===== config.mk =====
export PLATFORM = sky130hd
export DESIGN_NAME = wfhc_parser
export DESIGN_NICKNAME = d
export VERILOG_FILES = /design/src/design/wfhc_pkg.sv /design/src/design/wfhc_parser.sv
export SDC_FILE = /design/constraint.sdc
export NUM_CORES = 1
export LEC_CHECK = 0
export ABC_CLOCK_PERIOD_IN_PS = 8600
export BUFFER_PORTS_ARGS = -buffer_cell sky130_fd_sc_hd__buf_2
export CELL_PAD_IN_SITES_DETAIL_PLACEMENT = 1
export CELL_PAD_IN_SITES_GLOBAL_PLACEMENT = 2
export CORE_MARGIN = 10
export CORE_UTILIZATION = 36
export CTS_CLUSTER_DIAMETER = 80
export CTS_CLUSTER_SIZE = 12
export DETAILED_ROUTE_END_ITERATION = 10
export GPL_ROUTABILITY_DRIVEN = 0
export PLACE_DENSITY_LB_ADDON = 0.1
export SLEW_MARGIN = 20
export SYNTH_ARGS = -nofsm -noshare
export SYNTH_HDL_FRONTEND = slang
export SYNTH_SLANG_ARGS = --single-unit

===== constraint.sdc =====
create_clock -name clock -period 8.6 [get_ports clock]
set_input_delay 1.29 -clock clock [delete_from_list [all_inputs] [get_ports clock]]
set_output_delay 1.29 -clock clock [all_outputs]
set_load 0.02 [all_outputs]

===== src/design/wfhc_pkg.sv =====
// Shared types and constants for the wire frame header checker.
// No dependencies; used by every module in the design folder.

package wfhc_pkg;

   localparam int COUNT_W = 33;

   // Header layout and limits
   localparam logic [COUNT_W-1:0] HEADER_LEN   = 33'd20;
   localparam logic [15:0]        WIRE_VERSION = 16'd1;
   localparam logic [7:0]         DIR_REQUEST  = 8'd0;
   localparam logic [7:0]         DIR_RESPONSE = 8'd1;

   // Status codes
   localparam logic [2:0] ST_OK        = 3'd0;
   localparam logic [2:0] ST_FRAME     = 3'd1;
   localparam logic [2:0] ST_VERSION   = 3'd2;
   localparam logic [2:0] ST_DIRECTION = 3'd3;
   localparam logic [2:0] ST_KIND      = 3'd4;
   localparam logic [2:0] ST_ID        = 3'd5;
   localparam logic [2:0] ST_LIMIT     = 3'd6;

   // Register indexes
   localparam logic [1:0] CSR_MAX_PAYLOAD     = 2'd0;
   localparam logic [1:0] CSR_KIND_MIN        = 2'd1;
   localparam logic [1:0] CSR_KIND_MAX        = 2'd2;
   localparam logic [1:0] CSR_REQUIRE_REQUEST = 2'd3;

   // Register reset values
   localparam logic [31:0] MAX_PAYLOAD_RESET = 32'd1048576;
   localparam logic [7:0]  KIND_MIN_RESET    = 8'd0;
   localparam logic [7:0]  KIND_MAX_RESET    = 8'd6;

   typedef struct packed {
      logic [7:0] data_byte;
      logic       last_byte;
   } req_word_type;

   typedef struct packed {
      logic [2:0]  status;
      logic [7:0]  direction;
      logic [7:0]  kind;
      logic [63:0] frame_id;
      logic [31:0] body_size;
   } rsp_word_type;

   typedef struct packed {
      logic [31:0] max_payload;
      logic [7:0]  kind_min;
      logic [7:0]  kind_max;
      logic        require_request;
   } cfg_type;

   // Magic bytes, first on the wire at index 0
   function automatic logic [7:0] magic_byte(input logic [1:0] idx);
      logic [7:0] b;
      case (idx)
         2'd0:    b = 8'h50;
         2'd1:    b = 8'h53;
         2'd2:    b = 8'h41;
         default: b = 8'h50;
      endcase
      return b;
   endfunction

endpackage


===== src/design/wfhc_parser.sv =====
// Per-frame parse state and header checks for the frame header checker.
// Depends on wfhc_pkg.

module wfhc_parser (
   input  logic                  clock,
   input  logic                  reset,
   input  logic                  byte_valid,
   input  wfhc_pkg::req_word_type byte_word,
   input  wfhc_pkg::cfg_type     cfg,
   output logic                  result_valid,
   output wfhc_pkg::rsp_word_type result_word
);

   logic [wfhc_pkg::COUNT_W-1:0] count_ff, count_in;
   logic [2:0]  error_ff, error_in;
   logic [15:0] version_ff, version_in;
   logic [7:0]  direction_ff, direction_in;
   logic [7:0]  kind_ff, kind_in;
   logic [63:0] id_ff, id_in;
   logic [31:0] size_ff, size_in;

   logic [2:0]  flag_code;
   logic [2:0]  status;
   logic [4:0]  hdr_pos;
   logic        in_header;
   logic [7:0]  b;

   assign b         = byte_word.data_byte;
   assign hdr_pos   = count_ff[4:0];
   assign in_header = count_ff < wfhc_pkg::HEADER_LEN;

   always_comb begin
      version_in   = version_ff;
      direction_in = direction_ff;
      kind_in      = kind_ff;
      id_in        = id_ff;
      size_in      = size_ff;
      flag_code    = wfhc_pkg::ST_OK;
      if (in_header) begin
         if (hdr_pos inside {[5'd0:5'd3]}) begin
            if (b != wfhc_pkg::magic_byte(hdr_pos[1:0])) flag_code = wfhc_pkg::ST_FRAME;
         end else if (hdr_pos inside {[5'd4:5'd5]}) begin
            version_in = {version_ff[7:0], b};
            if (hdr_pos == 5'd5 && version_in != wfhc_pkg::WIRE_VERSION)
               flag_code = wfhc_pkg::ST_VERSION;
         end else if (hdr_pos == 5'd6) begin
            direction_in = b;
            if (b > wfhc_pkg::DIR_RESPONSE) flag_code = wfhc_pkg::ST_DIRECTION;
         end else if (hdr_pos == 5'd7) begin
            kind_in = b;
            if (b < cfg.kind_min || b > cfg.kind_max) flag_code = wfhc_pkg::ST_KIND;
         end else if (hdr_pos inside {[5'd8:5'd15]}) begin
            id_in = {id_ff[55:0], b};
            if (hdr_pos == 5'd15 && id_in == 64'd0) flag_code = wfhc_pkg::ST_ID;
         end else begin
            size_in = {size_ff[23:0], b};
            if (hdr_pos == 5'd19 && size_in > cfg.max_payload) flag_code = wfhc_pkg::ST_LIMIT;
         end
      end
   end

   // only the first failing check is kept
   assign error_in = (error_ff == wfhc_pkg::ST_OK) ? flag_code : error_ff;
   // saturating byte count
   assign count_in = (&count_ff) ? count_ff : count_ff + {{(wfhc_pkg::COUNT_W-1){1'b0}}, 1'b1};

   always_comb begin
      if (count_in < wfhc_pkg::HEADER_LEN) begin
         status = wfhc_pkg::ST_FRAME;
      end else if (error_in != wfhc_pkg::ST_OK) begin
         status = error_in;
      end else if (count_in != wfhc_pkg::HEADER_LEN + {1'b0, size_in}) begin
         status = wfhc_pkg::ST_FRAME;
      end else if (cfg.require_request && direction_in != wfhc_pkg::DIR_REQUEST) begin
         status = wfhc_pkg::ST_DIRECTION;
      end else begin
         status = wfhc_pkg::ST_OK;
      end
   end

   assign result_valid          = byte_valid & byte_word.last_byte;
   assign result_word.status    = status;
   assign result_word.direction = direction_in;
   assign result_word.kind      = kind_in;
   assign result_word.frame_id  = id_in;
   assign result_word.body_size = size_in;

   always_ff @(posedge clock) begin
      if (reset || (byte_valid && byte_word.last_byte)) begin
         count_ff     <= '0;
         error_ff     <= wfhc_pkg::ST_OK;
         version_ff   <= '0;
         direction_ff <= '0;
         kind_ff      <= '0;
         id_ff        <= '0;
         size_ff      <= '0;
      end else if (byte_valid) begin
         count_ff     <= count_in;
         error_ff     <= error_in;
         version_ff   <= version_in;
         direction_ff <= direction_in;
         kind_ff      <= kind_in;
         id_ff        <= id_in;
         size_ff      <= size_in;
      end
   end

endmodule


Yosys cells after proc, flatten, opt, wreduce, memory -nomap -nowiden
Cells that the tools add are included.
Storage, ports and cells
  input port bits: 61
  word-level logic and storage cells: 91
  bits in latches: 0
  bits in registers: 156
  output and inout bits: 116
  memory bits (writable): 0
  memory bits (read-only): 0
  memories: 0
Operators by class
  bitwise operators: 2
  multiply operators: 0
  reductions and logical operators: 16
  shift-type cells: 0
  equal/unequal tests: 10
  $add $sub $neg: 2
  div/mod/pow operators: 0
  muxes and demuxes: 42
  order comparisons: 12
Operator list (count)
  $mux W64: 6
  $mux W32: 6
  $mux W8: 11
  $lt A33 B5 Y1 const B: 2
  $logic_not A64 Y1: 1
  $mux W3: 12
  $add A33 B1 Y33 const B: 1
  $add A5 B32 Y33 const A: 1
  $mux W33: 1
  $ne A33 B33 Y1: 1
  $reduce_and A33 Y1: 1
  $gt A32 B32 Y1: 1
  $ne A16 B1 Y1 const B: 1
  $eq A5 B3 Y1 const B: 3
  $pmux W5 S2: 1
  $gt A8 B1 Y1 const B: 1
  $gt A8 B8 Y1: 1
  $logic_and A1 B1 Y1: 8
  $lt A8 B8 Y1: 1
  $mux W2: 4
  $ne A8 B8 Y1: 1
  $reduce_bool A8 Y1: 1
  $eq A5 B4 Y1 const B: 1
  $eq A5 B5 Y1 const B: 1
  15 further kinds: 16

Logic depth before layout (Yosys ltp)
  depth in word-level cells: 13
  gate-level depth with buffers: 24
  depth with buffers taken out: 19

Worst setup path after synthesis
OpenSTA, ideal clock, no wires.
  kind: register to output
  start: register count_ff[1] in the netlist's numbering
  end: output result_word[113] in the netlist's numbering
  buffers on the path: 4
  stages on the path, launching flop included: 24
  path slack: 2040 ps
  arrival time: 5270 ps
  cell sequence: dfxtp_1 -> inv_1 -> ha_1 -> o21bai_1 -> a22o_1 -> nor4_1 -> buf_2 -> buf_2 -> buf_2 -> buf_2 -> nand2_1 -> nand2_1 -> ha_1 -> o211ai_1 -> or4_1 -> nor3_1 -> xnor2_1 -> mux2i_1 -> xnor2_1 -> a2111o_1 -> nor4_1 -> nand4_1 -> nor4_2 -> a31o_1
RTL lines
  start, declared: line wfhc_parser.sv:14  | logic [wfhc_pkg::COUNT_W-1:0] count_ff, count_in;
  start signal, assigned: line wfhc_parser.sv:98  | count_ff <= count_in;
  end, declared: line wfhc_parser.sv:11  | output wfhc_pkg::rsp_word_type result_word

==> metrics.cfg <==
[sta]
fmax_mhz = 136.3
max_slew_margin_pct = 35.20
fin_ws_ps = 1262
finalSetupViolCount = 0
fin_setup_tns_ps = 0
clock_skew_ps = 19.10
fin_crit_sh_pct = 85.33
tightest_slew_ps = 972.0
fin_crit_ps = 7338
hold_viol_final = 0
slew_violations = 0
rsz0062_at_grt = no

[routing]
drtPass1Iterations = 5
drc = 0
via_per_inst = 5.464
ant_nets = 0
vias = 11100
drt_iter0_markers = 580
wl_per_cell_um = 21.15
wl_um = 42950

[placed_design]
port_buffers = 176
dp_slack_ps = 1808
hpwl_um = 31780

[clock_tree]
worstSkewPairLatency_ps = 470
cts-resized-gates = 0
post-cts-setup-buffer-count = 0
holdBufCountCts = 0
htreeDepth = 4
tritoncts = yes
clockRootBuffer = clkbuf_16
cts_buffers = 17
clock_path_buffers = 2
cts_sinks = 156
path_clk_slew_ps = 80

[logic_synthesis]
synth_edf_count = 0
async_flop_share_pct = 0
synthCells = 1512
yosys_warnings = 0
seq_area_frac_synth_pct = 27.27
syn_area_mm2 = 0.01145
avgSynthCellArea_um2 = 7.574
synth_fp_nets = 1627
synth_flop_cell = dfxtp_1
yosysUniqueCellTypes = 64
ys_ff_latch = 156

[run]
maxCapViolations = 0

[floorplanning]
ios = 177
core_area_mm2 = 0.03147
fp.dieH_um = 198.4
dieArea_mm2 = 0.03935
num_rows = 65
die_w_um = 198.4
initial_utilization_pct = 36.39

[finish]
nets = 1731
antenna_cells = 0
layout_commonest_cell = nor2_1
final_cell_mix = nor2_1 (288), buf_2 (175), dfxtp_1 (156)
drive_gt1_share_pct = 19.52
final_util_pct = 41.58
area_growth_pct = 14.28

[power]
seq_power_share_pct = 40.9
peakVddDrop_uv = 146.3
p_sw_share_pct = 33.94
powerDensity_mw_per_mm2 = 146.9
clkPwrFrac_pct = 40.9
total_power_uw = 1923
power_switching_uw = 652.6
power_frac_comb_pct = 18.1
p_int_uw = 1270
p_leak_uw = 0.005561

[critical_path]
critPathCaptureType = output port
critPathSlowestCell = dfxtp_1
cp_num_buf_inv = 2
path_cells = ha_1 -> a21oi_1 -> o21ai_1 -> or4_1 -> buf_4 -> nand2_1 -> nand2_1 -> ha_1 -> o211ai_1 -> or4_1 -> nor3_1 -> xnor2_1 -> mux2i_1 -> xnor2_1 -> a2111o_1 -> nor4_1 -> nand4_1 -> nor4_2 -> a31o_1 -> buf_2
reg2reg_from = count_ff[1]$_SDFFE_PP0P_
critPathTopFamily = simple AND/OR/NAND/NOR gates
cp-startpoint = count_ff[0]$_SDFFE_PP0P_
crit_arrival_ps = 6050
path_class = register to output port
worstPathMaxFanout = 21
max_stage_delay_ps = 560
start_kind = register
worstPathRequired_ps = 7310

[min_path]
hold_start = id_ff[62]$_SDFFE_PP0P_
hp-class = register to register

[global_routing]
grt_pass1_wl_um = 67260
use_met2_pct = 36.95
grt.busiest_layer = met2
antenna_found_initial = 0
use_met1_pct = 27.50
grt_usage_pct = 21.68
grt-ovfl-total = 0
grt_max_degree = 99
grt_pass1_vias = 11480
use_met3_pct = 4.091

[status]
status = finished, final reports clean

==> cells in the mapped netlist, types with 9 or more instances <==
cell type	instances	area (um^2)
nand2_1	82	307.8
ha_1	54	675.7
nor4_1	37	231.5
inv_1	78	292.8
and4_1	10	87.58
and3_1	18	112.6
dfxtp_1	156	3123
a211oi_1	26	195.2
buf_1	11	41.29
xor2_1	42	367.9
clkbuf_1	62	232.7
mux2_2	76	855.8
mux2i_1	59	590.6
nand4_1	45	281.5
buf_2	26	130.1
a21oi_1	56	280.3
xnor2_1	62	543.0
nand3_1	45	225.2
nor3b_1	9	67.56
nor3_1	121	605.6
o21ai_0	32	160.2
nor2_1	288	1081
==> path summary, 6_finish.rpt <==
check             cells after the start  slack, ps                  endpoint
setup reg to reg                      8       5180  size_ff[29]$_SDFFE_PP0P_
hold / removal                        2        480    id_ff[62]$_SDFFE_PP0P_
setup / recovery                     20       1260          result_word[113]
hold reg to reg                       2        480    id_ff[62]$_SDFFE_PP0P_
==> state kept, by name, summed over array words and instances, names as in the netlist <==
signal,flops
size_ff,32
count_ff,33
kind_ff,8
id_ff,64
direction_ff,8
version_ff,8
error_ff,3
==> power by group through the flow <==
stage	registers [uW]	clock network, uW	logic, uW
2_1_floorplan	781	0	248
3_3_place_gp	803	0	347
3_5_place_dp	804	0	352
4_1_cts	787	807	354
5_1_grt	791	834	389
6_report	787	787	349
==> kinds of logic after synthesis <==
kind of cell	synth area share, %
compound gates	9.560
xor+xnor	7.954
flops	27.27
fa+ha+maj	5.900
mux	12.76
simple gates	30.14
buf+inv	6.413
==> worst min-delay path: cells and delay by family (launching register included) <==
kind | cells | cell delay, ps
DFF | 1 | 310
and+or+nand+nor | 2 | 130
==> area by class of cell <==
type                            count  area [um^2]
Clock buffer                       18        439.2
Clock inverter                     14        147.6
Fill cell                        3947        18390
Inverter                           78        292.8
Multi-Input combinational cell   1175         7605
Sequential cell                   156         3123
Tap cell                          402        503.0
Timing Repair Buffer              188        977.2
==> routing by layer <==
layer,vias up,routed length (um)
li1,5518,-
met4,0,456
met1,5361,19940
met2,190,20830
met3,29,1734
met5,-,0
==> metrics by stage <==
step | hold WS (ps) | std cells | cell area [um^2]
after floorplan | 451.1 | 1512 | 11450
after global placement | 465.9 | 1999 | 12500
after detailed placement | 472.7 | 1999 | 12500
after CTS | 483.6 | 2031 | 13090
after global routing | 509.6 | 2031 | 13090
final | 481.5 | 2031 | 13090
No activity file was read; power rests on OpenSTA's default activity.
